==> config.mk <==
export PLATFORM = sky130hd
export DESIGN_NAME = euler_channel_rotation_composer
export DESIGN_NICKNAME = d
export VERILOG_FILES = /design/src/sv/ecrc_pkg.sv /design/src/sv/ecrc_cordic.sv /design/src/sv/euler_channel_rotation_composer.sv
export SDC_FILE = /design/constraint.sdc
export NUM_CORES = 2
export LEC_CHECK = 0
export ABC_AREA = 1
export BUFFER_PORTS_ARGS = -buffer_cell sky130_fd_sc_hd__buf_2
export CAP_MARGIN = 10
export CELL_PAD_IN_SITES_DETAIL_PLACEMENT = 0
export CELL_PAD_IN_SITES_GLOBAL_PLACEMENT = 1
export CORE_UTILIZATION = 44
export CTS_BUF_LIST = sky130_fd_sc_hd__clkbuf_4 sky130_fd_sc_hd__clkbuf_8 sky130_fd_sc_hd__clkbuf_16
export DETAILED_ROUTE_END_ITERATION = 10
export PLACE_DENSITY_LB_ADDON = 0.1
export SLEW_MARGIN = 25
export SYNTH_ARGS = -nofsm -noshare
export SYNTH_HDL_FRONTEND = slang
export SYNTH_SLANG_ARGS = --single-unit
==> constraint.sdc <==
create_clock -name clk -period 11.1 [get_ports clk]
set_clock_uncertainty 0.1 [all_clocks]
set_input_delay 1.11 -clock clk [delete_from_list [all_inputs] [get_ports clk]]
set_output_delay 1.11 -clock clk [all_outputs]
set_load 0.02 [all_outputs]
==> src/sv/ecrc_pkg.sv <==
// ecrc_pkg: shared types, constants and helper functions for the euler channel rotation composer
// no dependencies
`default_nettype none
package ecrc_pkg;

    localparam int CORDIC_STEPS_DEF = 18;
    localparam int ATAN_ENTRIES     = 24;
    localparam int ONE_Q16          = 65536;
    localparam int FULL_TURN        = 92160;
    localparam int HALF_TURN        = 46080;
    localparam int QUARTER_TURN     = 23040;
    localparam int GAIN_Q30         = 652032874;
    localparam int TURN_OFFSET      = 92 * FULL_TURN;

    localparam logic [2:0] KIND_X_ROT = 3'd3;
    localparam logic [2:0] KIND_Y_ROT = 3'd4;
    localparam logic [2:0] KIND_Z_ROT = 3'd5;

    typedef enum logic [1:0] {
        ST_IDLE,
        ST_TRIG,
        ST_MAT,
        ST_EMIT
    } ecrc_state_t;

    typedef enum logic [2:0] {
        CS_IDLE,
        CS_REDUCE,
        CS_FOLD,
        CS_ITER,
        CS_DONE
    } cordic_state_t;

    typedef struct packed {
        logic               valid;
        logic signed [17:0] sin_q16;
        logic signed [17:0] cos_q16;
    } trig_t;

    function automatic logic [21:0] atan_deg_q16(input logic [4:0] idx);
        logic [21:0] v;
        begin
            unique case (idx)
                5'd0:    v = 22'd2949120;
                5'd1:    v = 22'd1740967;
                5'd2:    v = 22'd919879;
                5'd3:    v = 22'd466945;
                5'd4:    v = 22'd234379;
                5'd5:    v = 22'd117304;
                5'd6:    v = 22'd58666;
                5'd7:    v = 22'd29335;
                5'd8:    v = 22'd14668;
                5'd9:    v = 22'd7334;
                5'd10:   v = 22'd3667;
                5'd11:   v = 22'd1833;
                5'd12:   v = 22'd917;
                5'd13:   v = 22'd458;
                5'd14:   v = 22'd229;
                5'd15:   v = 22'd115;
                5'd16:   v = 22'd57;
                5'd17:   v = 22'd29;
                5'd18:   v = 22'd14;
                5'd19:   v = 22'd7;
                5'd20:   v = 22'd4;
                5'd21:   v = 22'd2;
                5'd22:   v = 22'd1;
                default: v = 22'd0;
            endcase
            return v;
        end
    endfunction

    // clamp to [-1.0, +1.0] in q2.16
    function automatic logic signed [17:0] sat_q16(input logic signed [39:0] v);
        logic signed [17:0] r;
        begin
            if (v > 40'sd65536)
                r = 18'sd65536;
            else if (v < -40'sd65536)
                r = -18'sd65536;
            else
                r = v[17:0];
            return r;
        end
    endfunction

endpackage
`default_nettype wire

==> src/sv/ecrc_cordic.sv <==
// ecrc_cordic: iterative sine and cosine of an angle in 1/256 degree, q2.16 results
// depends on ecrc_pkg
`default_nettype none
module ecrc_cordic #(
    parameter int STEPS = ecrc_pkg::CORDIC_STEPS_DEF
) (
    input  wire logic               clk,
    input  wire logic               rst_n,
    input  wire logic               start,
    input  wire logic signed [23:0] angle,
    output ecrc_pkg::trig_t         trig
);
    import ecrc_pkg::*;

    localparam int IW = $clog2(STEPS);

    cordic_state_t      cs_reg, cs_next;
    logic [2:0]         cnt_reg;
    logic [24:0]        rem_reg;
    logic               neg_reg;
    logic signed [25:0] z_reg;
    logic signed [32:0] x_reg, y_reg;
    logic [IW-1:0]      i_reg;

    logic [24:0]        sub_val;
    logic signed [17:0] r0, r1, r2;
    logic               fold_neg;
    logic signed [32:0] dx, dy;
    logic signed [25:0] atan_ext;
    logic signed [32:0] xr, yr;
    logic signed [17:0] cs_cos, cs_sin;

    always_comb
    begin
        cs_next = cs_reg;
        unique case (cs_reg)
            CS_IDLE:   if (start) cs_next = CS_REDUCE;
            CS_REDUCE: if (cnt_reg == 3'd0) cs_next = CS_FOLD;
            CS_FOLD:   cs_next = CS_ITER;
            CS_ITER:   if (i_reg == IW'(STEPS - 1)) cs_next = CS_DONE;
            CS_DONE:   cs_next = CS_IDLE;
            default:   cs_next = CS_IDLE;
        endcase
    end

    always_ff @(posedge clk or negedge rst_n)
    begin
        if (!rst_n)
            cs_reg <= CS_IDLE;
        else
            cs_reg <= cs_next;
    end

    always_comb
    begin
        sub_val  = 25'(FULL_TURN) << cnt_reg;
        r0       = {1'b0, rem_reg[16:0]};
        r1       = (r0 > 18'sd46080) ? r0 - 18'sd92160 : r0;
        fold_neg = 1'b0;
        r2       = r1;
        if (r1 > 18'(QUARTER_TURN))
        begin
            r2       = r1 - 18'(HALF_TURN);
            fold_neg = 1'b1;
        end
        else if (r1 < -18'sd23040)
        begin
            r2       = r1 + 18'(HALF_TURN);
            fold_neg = 1'b1;
        end
        dx       = y_reg >>> i_reg;
        dy       = x_reg >>> i_reg;
        atan_ext = 26'(signed'({1'b0, atan_deg_q16(5'(i_reg))}));
    end

    always_ff @(posedge clk)
    begin
        unique case (cs_reg)
            CS_IDLE:
            begin
                if (start)
                begin
                    rem_reg <= {angle[23], angle} + 25'(TURN_OFFSET);
                    cnt_reg <= 3'd7;
                end
            end
            CS_REDUCE:
            begin
                if (rem_reg >= sub_val)
                    rem_reg <= rem_reg - sub_val;
                cnt_reg <= cnt_reg - 3'd1;
            end
            CS_FOLD:
            begin
                neg_reg <= fold_neg;
                z_reg   <= {r2, 8'b0};
                x_reg   <= 33'(GAIN_Q30);
                y_reg   <= '0;
                i_reg   <= '0;
            end
            CS_ITER:
            begin
                if (z_reg >= 0)
                begin
                    x_reg <= x_reg - dx;
                    y_reg <= y_reg + dy;
                    z_reg <= z_reg - atan_ext;
                end
                else
                begin
                    x_reg <= x_reg + dx;
                    y_reg <= y_reg - dy;
                    z_reg <= z_reg + atan_ext;
                end
                i_reg <= i_reg + IW'(1);
            end
            default:
            begin
            end
        endcase
    end

    always_comb
    begin
        xr     = (x_reg + 33'sd8192) >>> 14;
        yr     = (y_reg + 33'sd8192) >>> 14;
        cs_cos = sat_q16(40'(xr));
        cs_sin = sat_q16(40'(yr));
        trig.valid   = (cs_reg == CS_DONE);
        trig.cos_q16 = neg_reg ? -cs_cos : cs_cos;
        trig.sin_q16 = neg_reg ? -cs_sin : cs_sin;
    end

endmodule
`default_nettype wire

==> src/sv/euler_channel_rotation_composer.sv <==
// euler_channel_rotation_composer: running 3x3 rotation matrix over a joint's channels
// rotation channels use ecrc_cordic for sine and cosine and one shared 18x18 multiplier
// depends on ecrc_pkg and ecrc_cordic
// position channel: the block stays idle and ready unless it is last; when last it goes
// to the emit state, which registers the word and then returns to idle
// rotation channel: from accept the cordic runs reduce (8 steps), fold, its iterations
// and done, then the block runs 13 matrix steps with 12 products through the single
// multiplier and returns to idle, or emits the word first when last; the input is not
// ready until then; one word at a time, a held output word stalls the emit
// reset: matrix returns to identity, output empty, block idle
`default_nettype none
module euler_channel_rotation_composer #(
    parameter int CORDIC_STEPS = ecrc_pkg::CORDIC_STEPS_DEF
) (
    input  wire logic         clk,
    input  wire logic         rst_n,
    input  wire logic         s_axis_tvalid,
    output logic              s_axis_tready,
    input  wire logic [23:0]  s_axis_tdata,  // angle
    input  wire logic [2:0]   s_axis_tuser,  // channel_kind
    input  wire logic         s_axis_tlast,  // last_channel
    output logic              m_axis_tvalid,
    input  wire logic         m_axis_tready,
    output logic [167:0]      m_axis_tdata   // m00 m01 m02 m10 m11 m12 m20 m21 m22, 18 bits each
);
    import ecrc_pkg::*;

    ecrc_state_t        st_reg, st_next;
    logic [2:0]         kind_reg;
    logic               last_reg;
    logic signed [17:0] sin_reg, cos_reg;
    logic [3:0]         step_reg;
    logic signed [35:0] p_reg, acc_reg;
    logic signed [17:0] mat_reg [9];
    logic               out_valid_reg;
    logic [167:0]       out_data_reg;

    trig_t              trig;
    logic               accept, is_rot, emit_fire;
    logic [1:0]         col_a, col_b;
    logic [1:0]         t_cur, t_prev;
    logic [3:0]         j_prev;
    logic [3:0]         rd_idx, wr_idx;
    logic signed [17:0] ent, trig_op;
    logic signed [36:0] sum;
    logic signed [36:0] sum_rnd;
    logic signed [17:0] new_val;

    assign accept = s_axis_tvalid && s_axis_tready;
    assign is_rot = (s_axis_tuser == KIND_X_ROT) || (s_axis_tuser == KIND_Y_ROT)
                 || (s_axis_tuser == KIND_Z_ROT);

    ecrc_cordic #(
        .STEPS(CORDIC_STEPS)
    ) u_cordic (
        .clk  (clk),
        .rst_n(rst_n),
        .start(accept && is_rot),
        .angle(s_axis_tdata),
        .trig (trig)
    );

    always_comb
    begin
        st_next = st_reg;
        unique case (st_reg)
            ST_IDLE:
            begin
                if (accept)
                begin
                    if (is_rot)
                        st_next = ST_TRIG;
                    else if (s_axis_tlast)
                        st_next = ST_EMIT;
                end
            end
            ST_TRIG: if (trig.valid) st_next = ST_MAT;
            ST_MAT:  if (step_reg == 4'd12) st_next = last_reg ? ST_EMIT : ST_IDLE;
            ST_EMIT: if (!out_valid_reg || m_axis_tready) st_next = ST_IDLE;
            default: st_next = ST_IDLE;
        endcase
    end

    always_comb
    begin
        s_axis_tready = (st_reg == ST_IDLE);
        emit_fire     = (st_reg == ST_EMIT) && (!out_valid_reg || m_axis_tready);
    end

    always_ff @(posedge clk or negedge rst_n)
    begin
        if (!rst_n)
            st_reg <= ST_IDLE;
        else
            st_reg <= st_next;
    end

    // column pair mixed by each rotation
    always_comb
    begin
        unique case (kind_reg)
            KIND_X_ROT:
            begin
                col_a = 2'd1;
                col_b = 2'd2;
            end
            KIND_Y_ROT:
            begin
                col_a = 2'd2;
                col_b = 2'd0;
            end
            default:
            begin
                col_a = 2'd0;
                col_b = 2'd1;
            end
        endcase
    end

    // per row: ma*c, mb*s, ma*s, mb*c
    always_comb
    begin
        t_cur   = step_reg[1:0];
        rd_idx  = 4'({2'b0, step_reg[3:2]} * 4'd3)
                + {2'b0, ((t_cur == 2'd0) || (t_cur == 2'd2)) ? col_a : col_b};
        ent     = (rd_idx < 4'd9) ? mat_reg[rd_idx] : 18'sd0;
        trig_op = ((t_cur == 2'd0) || (t_cur == 2'd3)) ? cos_reg : sin_reg;
        j_prev  = step_reg - 4'd1;
        t_prev  = j_prev[1:0];
        wr_idx  = 4'({2'b0, j_prev[3:2]} * 4'd3)
                + {2'b0, (t_prev == 2'd1) ? col_a : col_b};
        sum     = (t_prev == 2'd1) ? 37'(acc_reg) + 37'(p_reg) : 37'(p_reg) - 37'(acc_reg);
        sum_rnd = (sum + 37'sd32768) >>> 16;
        new_val = sat_q16(40'(sum_rnd));
    end

    always_ff @(posedge clk or negedge rst_n)
    begin
        if (!rst_n)
            step_reg <= '0;
        else if ((st_reg == ST_MAT) && (step_reg != 4'd12))
            step_reg <= step_reg + 4'd1;
        else
            step_reg <= '0;
    end

    always_ff @(posedge clk)
    begin
        if (accept)
        begin
            kind_reg <= s_axis_tuser;
            last_reg <= s_axis_tlast;
        end
        if (trig.valid)
        begin
            sin_reg <= trig.sin_q16;
            cos_reg <= trig.cos_q16;
        end
        if (st_reg == ST_MAT)
        begin
            if (step_reg < 4'd12)
                p_reg <= ent * trig_op;
            if ((step_reg != 4'd0) && ((t_prev == 2'd0) || (t_prev == 2'd2)))
                acc_reg <= p_reg;
        end
        if (emit_fire)
            out_data_reg <= {6'b0, mat_reg[8], mat_reg[7], mat_reg[6], mat_reg[5], mat_reg[4],
                             mat_reg[3], mat_reg[2], mat_reg[1], mat_reg[0]};
    end

    always_ff @(posedge clk or negedge rst_n)
    begin
        if (!rst_n)
        begin
            for (int k = 0; k < 9; k++)
                mat_reg[k] <= (k % 4 == 0) ? 18'(ONE_Q16) : 18'sd0;
        end
        else if (emit_fire)
        begin
            for (int k = 0; k < 9; k++)
                mat_reg[k] <= (k % 4 == 0) ? 18'(ONE_Q16) : 18'sd0;
        end
        else if ((st_reg == ST_MAT) && (step_reg != 4'd0)
                 && ((t_prev == 2'd1) || (t_prev == 2'd3)))
        begin
            mat_reg[wr_idx] <= new_val;
        end
    end

    always_ff @(posedge clk or negedge rst_n)
    begin
        if (!rst_n)
            out_valid_reg <= 1'b0;
        else if (emit_fire)
            out_valid_reg <= 1'b1;
        else if (m_axis_tready)
            out_valid_reg <= 1'b0;
    end

    assign m_axis_tvalid = out_valid_reg;
    assign m_axis_tdata  = out_data_reg;

    a_step_range: assert property (@(posedge clk) disable iff (!rst_n)
        step_reg <= 4'd12) else $error("matrix step out of range");

    a_trig_in_wait: assert property (@(posedge clk) disable iff (!rst_n)
        trig.valid |-> (st_reg == ST_TRIG)) else $error("cordic result outside wait");

    a_identity_after_emit: assert property (@(posedge clk) disable iff (!rst_n)
        emit_fire |=> (mat_reg[0] == 18'sd65536) && (mat_reg[4] == 18'sd65536)
                      && (mat_reg[1] == 18'sd0)) else $error("matrix not reset after emit");

    a_emit_sets_valid: assert property (@(posedge clk) disable iff (!rst_n)
        emit_fire |=> m_axis_tvalid) else $error("emitted word lost");

endmodule
`default_nettype wire
Word level (Yosys, flattened, before mapping)
Memories as Yosys holds them, arrays and structs flattened. A register that Yosys moved wholly into a read port is not among the register bits.
Index checks and enable logic that the tools add are counted.
{ "totals": {"latchBits": 0, "rom_bits": 704, "ff_bits": 572, "n_memories": 1, "ramBits": 0, "elab_cells": 192} }
{ "op_classes": {"add_sub_neg": 24, "n_mul": 3, "div_mod_pow": 0, "n_shift": 3, "bitwise_logic": 2, "n_mux": 55, "eq_ne": 29, "n_reduce_logical": 32, "n_lt_le_gt_ge": 16} }
{ "memory_table": {"columns": ["name", "words", "word_bits", "read_ports", "rd_ports_with_merged_regs", "wr", "line_no", "rtl"], "rows": [
  ["(no name shown)", 32, 22, 1, 1, 0, "ecrc_pkg.sv:43", "unique case (idx)"]
]} }
{ "ops": {"columns": ["operator", "n"], "rows": [
  ["2-to-1 mux 162 bit", 2],
  ["2-to-1 mux 18 bit", 16],
  ["bitwise mux 162 bit", 1],
  ["one-hot mux 33 bit (2 select lines)", 2],
  ["binary-select mux 18 bit (select 4 bit)", 1],
  ["demux 18 bit (select 4 bit)", 1],
  ["adder 33 x 15 -> 33 bit, second input constant", 2],
  ["adder 33 bit", 2],
  ["2-to-1 mux 33 bit", 2],
  [">>> shifter 33 x 5 -> 33 bit", 2],
  ["subtractor 33 bit", 2],
  ["one-hot mux 26 bit (2 select lines)", 1],
  ["2-to-1 mux 25 bit", 2],
  ["one-hot mux 25 bit (2 select lines)", 1],
  ["greater-than comparator 19 x 18 -> 1 bit, second input constant", 2],
  ["less-than comparator 19 x 17 -> 1 bit, second input constant", 2],
  ["adder 36 x 36 -> 37 bit", 1],
  ["adder 37 x 17 -> 37 bit, second input constant", 1],
  ["2-to-1 mux 37 bit", 1],
  ["subtractor 36 x 36 -> 37 bit", 1],
  ["multiplier 18 x 18 -> 36 bit", 1],
  ["negator 18 bit", 2],
  ["adder 26 x 23 -> 26 bit", 1],
  [">= comparator 26 x 1 -> 1 bit, second input constant", 1],
  ["55 further kinds", 114]
]} }

Depth between registers and ports, before layout
{ "depth": {"ltp_word": 12, "depth_mapped": 47, "depth_no_buf": 44} }

By module
A second synthesis with hierarchy kept.
{ "hier_totals": {"hier_cells": 7309, "area_unflattened_um2": 54588.6} }
{ "modules_own_cells": {"columns": ["mod", "area_per_inst_um2", "cells_per_inst", "n_inst"], "rows": [
  ["euler_channel_rotation_composer", 33724.8, 3875, 1],
  ["ecrc_cordic", 20863.8, 3434, 1]
]} }

Worst setup path before layout
Ideal clock, no wire load.
{ "synth_path": {"path_kind": "register -> register", "startpoint": "register step_reg[0]", "endpoint": "register p_reg[34], data pin", "required_ns": 10.736, "synth_period_minus_slack_ns": 9.507, "path_buffers": 3, "arrival_time_ns": 9.144, "stages_incl_launch_ff": 39, "setup_time_ns": 0.264, "path_slack_ns": 1.593, "path_cell_list": "dfrtp_1 inv_1 ha_1 inv_1 clkbuf_1 nand2_1 nor2_1 a21oi_1 fa_1 inv_1 ha_1 fa_1 clkbuf_1 nor3_1 nand2_1 nand2_1 nand2_1 clkbuf_1 (+3 left out) inv_1 fa_1 inv_1 fa_1 fa_1 fa_1 fa_1 inv_1 ha_1 nand2_1 nor2_1 nand4_1 or4_1 o221ai_1 nand3_1 nand2_1 a31oi_1 xor2_1"} }
{ "synth_between": {"elab_chain_cells": 10, "word_cells_on_any_way": 15} }
{ "synth_rtl": {"columns": ["element", "line_no", "rtl"], "rows": [
  ["from (decl)", "euler_channel_rotation_composer.sv:32", "logic [3:0] step_reg;"],
  ["from (signal assigned)", "euler_channel_rotation_composer.sv:142", "step_reg <= step_reg + 4'd1;"],
  ["== test 2 bit / zero test 2 bit (equally long branches)", "euler_channel_rotation_composer.sv:125, euler_channel_rotation_composer.sv:127", null],
  ["logical OR 1 bit", "euler_channel_rotation_composer.sv:125", "+ {2'b0, ((t_cur == 2'd0) || (t_cur == 2'd2)) ? col_a : col_b};"],
  ["2-to-1 mux 2 bit", "euler_channel_rotation_composer.sv:125", null],
  ["adder 4 x 2 -> 4 bit", "euler_channel_rotation_composer.sv:125", null],
  ["NOT 4 -> 5 bit (implied by the code)", "euler_channel_rotation_composer.sv:126", "ent = (rd_idx < 4'd9) ? mat_reg[rd_idx] : 18'sd0;"],
  ["binary-select mux 18 bit (select 4 bit)", "euler_channel_rotation_composer.sv:126", null],
  ["2-to-1 mux 18 bit (implied by the code) (2 in a row)", "euler_channel_rotation_composer.sv:126", null],
  ["2-to-1 mux 18 bit", "euler_channel_rotation_composer.sv:126", null],
  ["multiplier 18 x 18 -> 36 bit (*)", "euler_channel_rotation_composer.sv:162", "p_reg <= ent * trig_op;"],
  ["to (signal assigned)", "euler_channel_rotation_composer.sv:162", null],
  ["to (decl)", "euler_channel_rotation_composer.sv:33", "logic signed [35:0] p_reg, acc_reg;"]
]} }
Every way passes the cells marked *; elsewhere a longest branch is shown, timed or not. The select of a mux whose other input is x is not followed.
A chain may end at the register's enable or synchronous reset.

Final worst setup path
Ends and elaborated chain as after synthesis.

==> flow_summary_export.csv <==
group,metric,value,unit
route,vias,45600,
synth,synthTopCellsByCount,"1896 x nand2_1, 1044 x inv_1, 613 x nor2_1",
synth,yosysSeqAreaShare,31.82,%
sta,period_share,93.01,%
route,drt_first_pass_iters,9,
place,place_area,55410,um^2
route,post-route-drc-count,0,
sta,setup_viol,0,
route,totalWireLength,170400,um
min_path,holdCritPathClass,"reg2reg",
floorplanning,dieHeight,348.0,um
place,gp_congestion,0.9289,
clocking,clk_latency,690,ps
clocking,cts_max_level,3,
place,dp_slack,570.3,ps
floorplanning,start_util,44.49,%
run_status,status,"finished clean",
clocking,cts_hold_buffers,0,
synth,synth-seq-cells,594,
place,port_buffers,195,
critical_path,critPathMaxStageDelay,970,ps
grt,grt-ovfl-total,0,
clocking,cts_made_buffers,72,
sta,fmax,0.09686,GHz
grt,grtUsageTotal,28.12,%
synth,synth_top_area_cell,"edfxtp_1",
critical_path,crit_slowest_cell,"fa_1",
critical_path,cp_max_fo,25,
clocking,cts_max_path_buffers,3,
clocking,post_cts_buffers,0,
critical_path,crit_type,"reg2reg",
synth,syn-instance-count,6901,
synth,ys_types,65,
synth,ys_warn_count,0,
route,vias_per_cell,5.244,
grt,grt_pass1_vias,45030,
synth,netlist_area,52670,um^2
floorplanning,die_area,121100,um^2
sta,final_hold_viol_count,0,
critical_path,worst_ep_arrival_time,10630,ps
critical_path,critPathLaunchType,"register",
route,antenna_left,0,
critical_path,end_kind,"register",
sta,rsz0062_at_grt,"no",
synth,synth_top_area_share,22.80,%
grt,grt_max_degree,97,
sta,tightestPinTransition,1065,ps
floorplanning,num_rows,126,
layout,fillers,11930,
critical_path,worst_ep_required_time,11400,ps
synth,synth-edff-count,400,
flow_run,maxCapViolCount,0,
critical_path,critPathBufInv,11,
sta,max_slew_margin,29.01,%
sta,setup_slack,776.2,ps
layout,drive_gt1_share,7.244,%
clocking,cts_tree,"done",
synth,synth_ff_type,"edfxtp_1",
floorplanning,boundaryPins,202,
floorplanning,die_w,348.0,um
route,wl_per_cell,19.60,um
place,dp_hpwl,135100,um
synth,synth_area_per_cell,7.632,um^2
layout,nets,7680,
grt,grt_pass1_wl,263000,um
synth,async_flop_share,28.96,%
clocking,root_buffer,"clkbuf_16",
floorplanning,core_area,118400,um^2
clocking,numClockSinks,594,
critical_path,path_delay_family,"adder cells",
sta,period_needed,10320,ps
layout,area_growth,10.11,%
layout,stdcell_area,58000,um^2
route,drt_iter0_markers,3082,
synth,yosysMostFrequentCell,"nand2_1",
sta,setup_tns,0,ps
sta,slew_viol_final,0,
clocking,clkTransAtPathRegs,60,ps
grt,grt_antenna_before_repair,3,
synth,synth.area.top_cells,"edfxtp_1 23%, nand2_1 14%, fa_1 13%",
==> worst paths after layout <==
| path | start | end | slack [ps] | depth (start not counted) |
|---|---|---|---|---|
| setup / recovery | step_reg[0] | p_reg[34] | 780 | 38 |
| hold / removal | mat_reg[125] | m_axis_tdata[53] | 350 | 0 |
| setup reg to reg | step_reg[0] | p_reg[34] | 780 | 38 |
| hold reg to reg | mat_reg[125] | m_axis_tdata[53] | 350 | 0 |
| max in group asynchronous | rst_n | mat_reg[11] | 9180 | 2 |
| min in group asynchronous | rst_n | mat_reg[31] | 410 | 1 |
==> layout by cell type (no fill, tap or decap), types with 22 or more instances in the layout <==
cell type / n
nor3_1: 61
or2_2: 36
dfxtp_1: 22
edfxtp_1: 400
dfrtp_1: 169
o21a_1: 23
nand2_1: 1896
buf_2: 194
nor2_1: 605
xor2_1: 153
mux2i_1: 39
clkbuf_16: 73
o211ai_1: 22
nor2_2: 26
nand4_1: 58
clkinv_1: 36
a21oi_1: 377
nand3_1: 363
buf_4: 65
ha_1: 272
o21ai_0: 427
inv_1: 1041
xnor2_1: 68
fa_1: 336
==> per-layer routing <==
metal | vias to the layer above | global-route usage (%) | wire, um
met5 | - | 0 | 0
li1 | 22420 | - | -
met1 | 21780 | 35.09 | 71690
met2 | 1117 | 49.53 | 84370
met4 | 0 | 11.40 | 7475
met3 | 290 | 3.027 | 6919
==> cell families after synthesis <==
| kind of cell | after synthesis | share of synthesized area [%] |
|---|---|---|
| muxes | 39 | 0.7411 |
| buffers and inverters | 1295 | 9.478 |
| AOI/OAI and AO/OA | 1023 | 10.68 |
| DFF | 594 | 31.82 |
| xor gates and xnor gates | 221 | 3.675 |
| adders and majority gates | 609 | 19.26 |
| other | 1 | 0.007120 |
| and+or+nand+nor | 3119 | 24.35 |
==> what timing repair did <==
item                       CTS  global route
resized for setup            0             4
hold endpoints to repair     0             0
setup endpoints to repair    0             1
==> stage by stage <==
| stage | hold slack, ps | std cells | utilization, % |
|---|---|---|---|
| floorplan | 324.9 | 6906 | - |
| global placement | 331.3 | 8565 | 46.79 |
| detailed placement | 331.7 | 8565 | 46.80 |
| CTS | 345.7 | 8696 | 48.97 |
| global route | 368.9 | 8696 | 48.98 |
| finish | 346.4 | 8697 | 48.98 |
==> layout make-up <==
cell class	instances	area (um^2)	area share, %
antenna	1	2.502	0.004315
clock buffer	90	1986	3.424
clock inverter	41	578.1	0.9967
inverter	1091	4101	7.072
multi-input combinational	5017	31040	53.53
sequential	594	16760	28.90
tap	1600	2002	3.452
timing repair buffer	263	1524	2.628
Power is not shown: default switching activity piles up to over one toggle a cycle in this logic, so the estimate is an artifact.
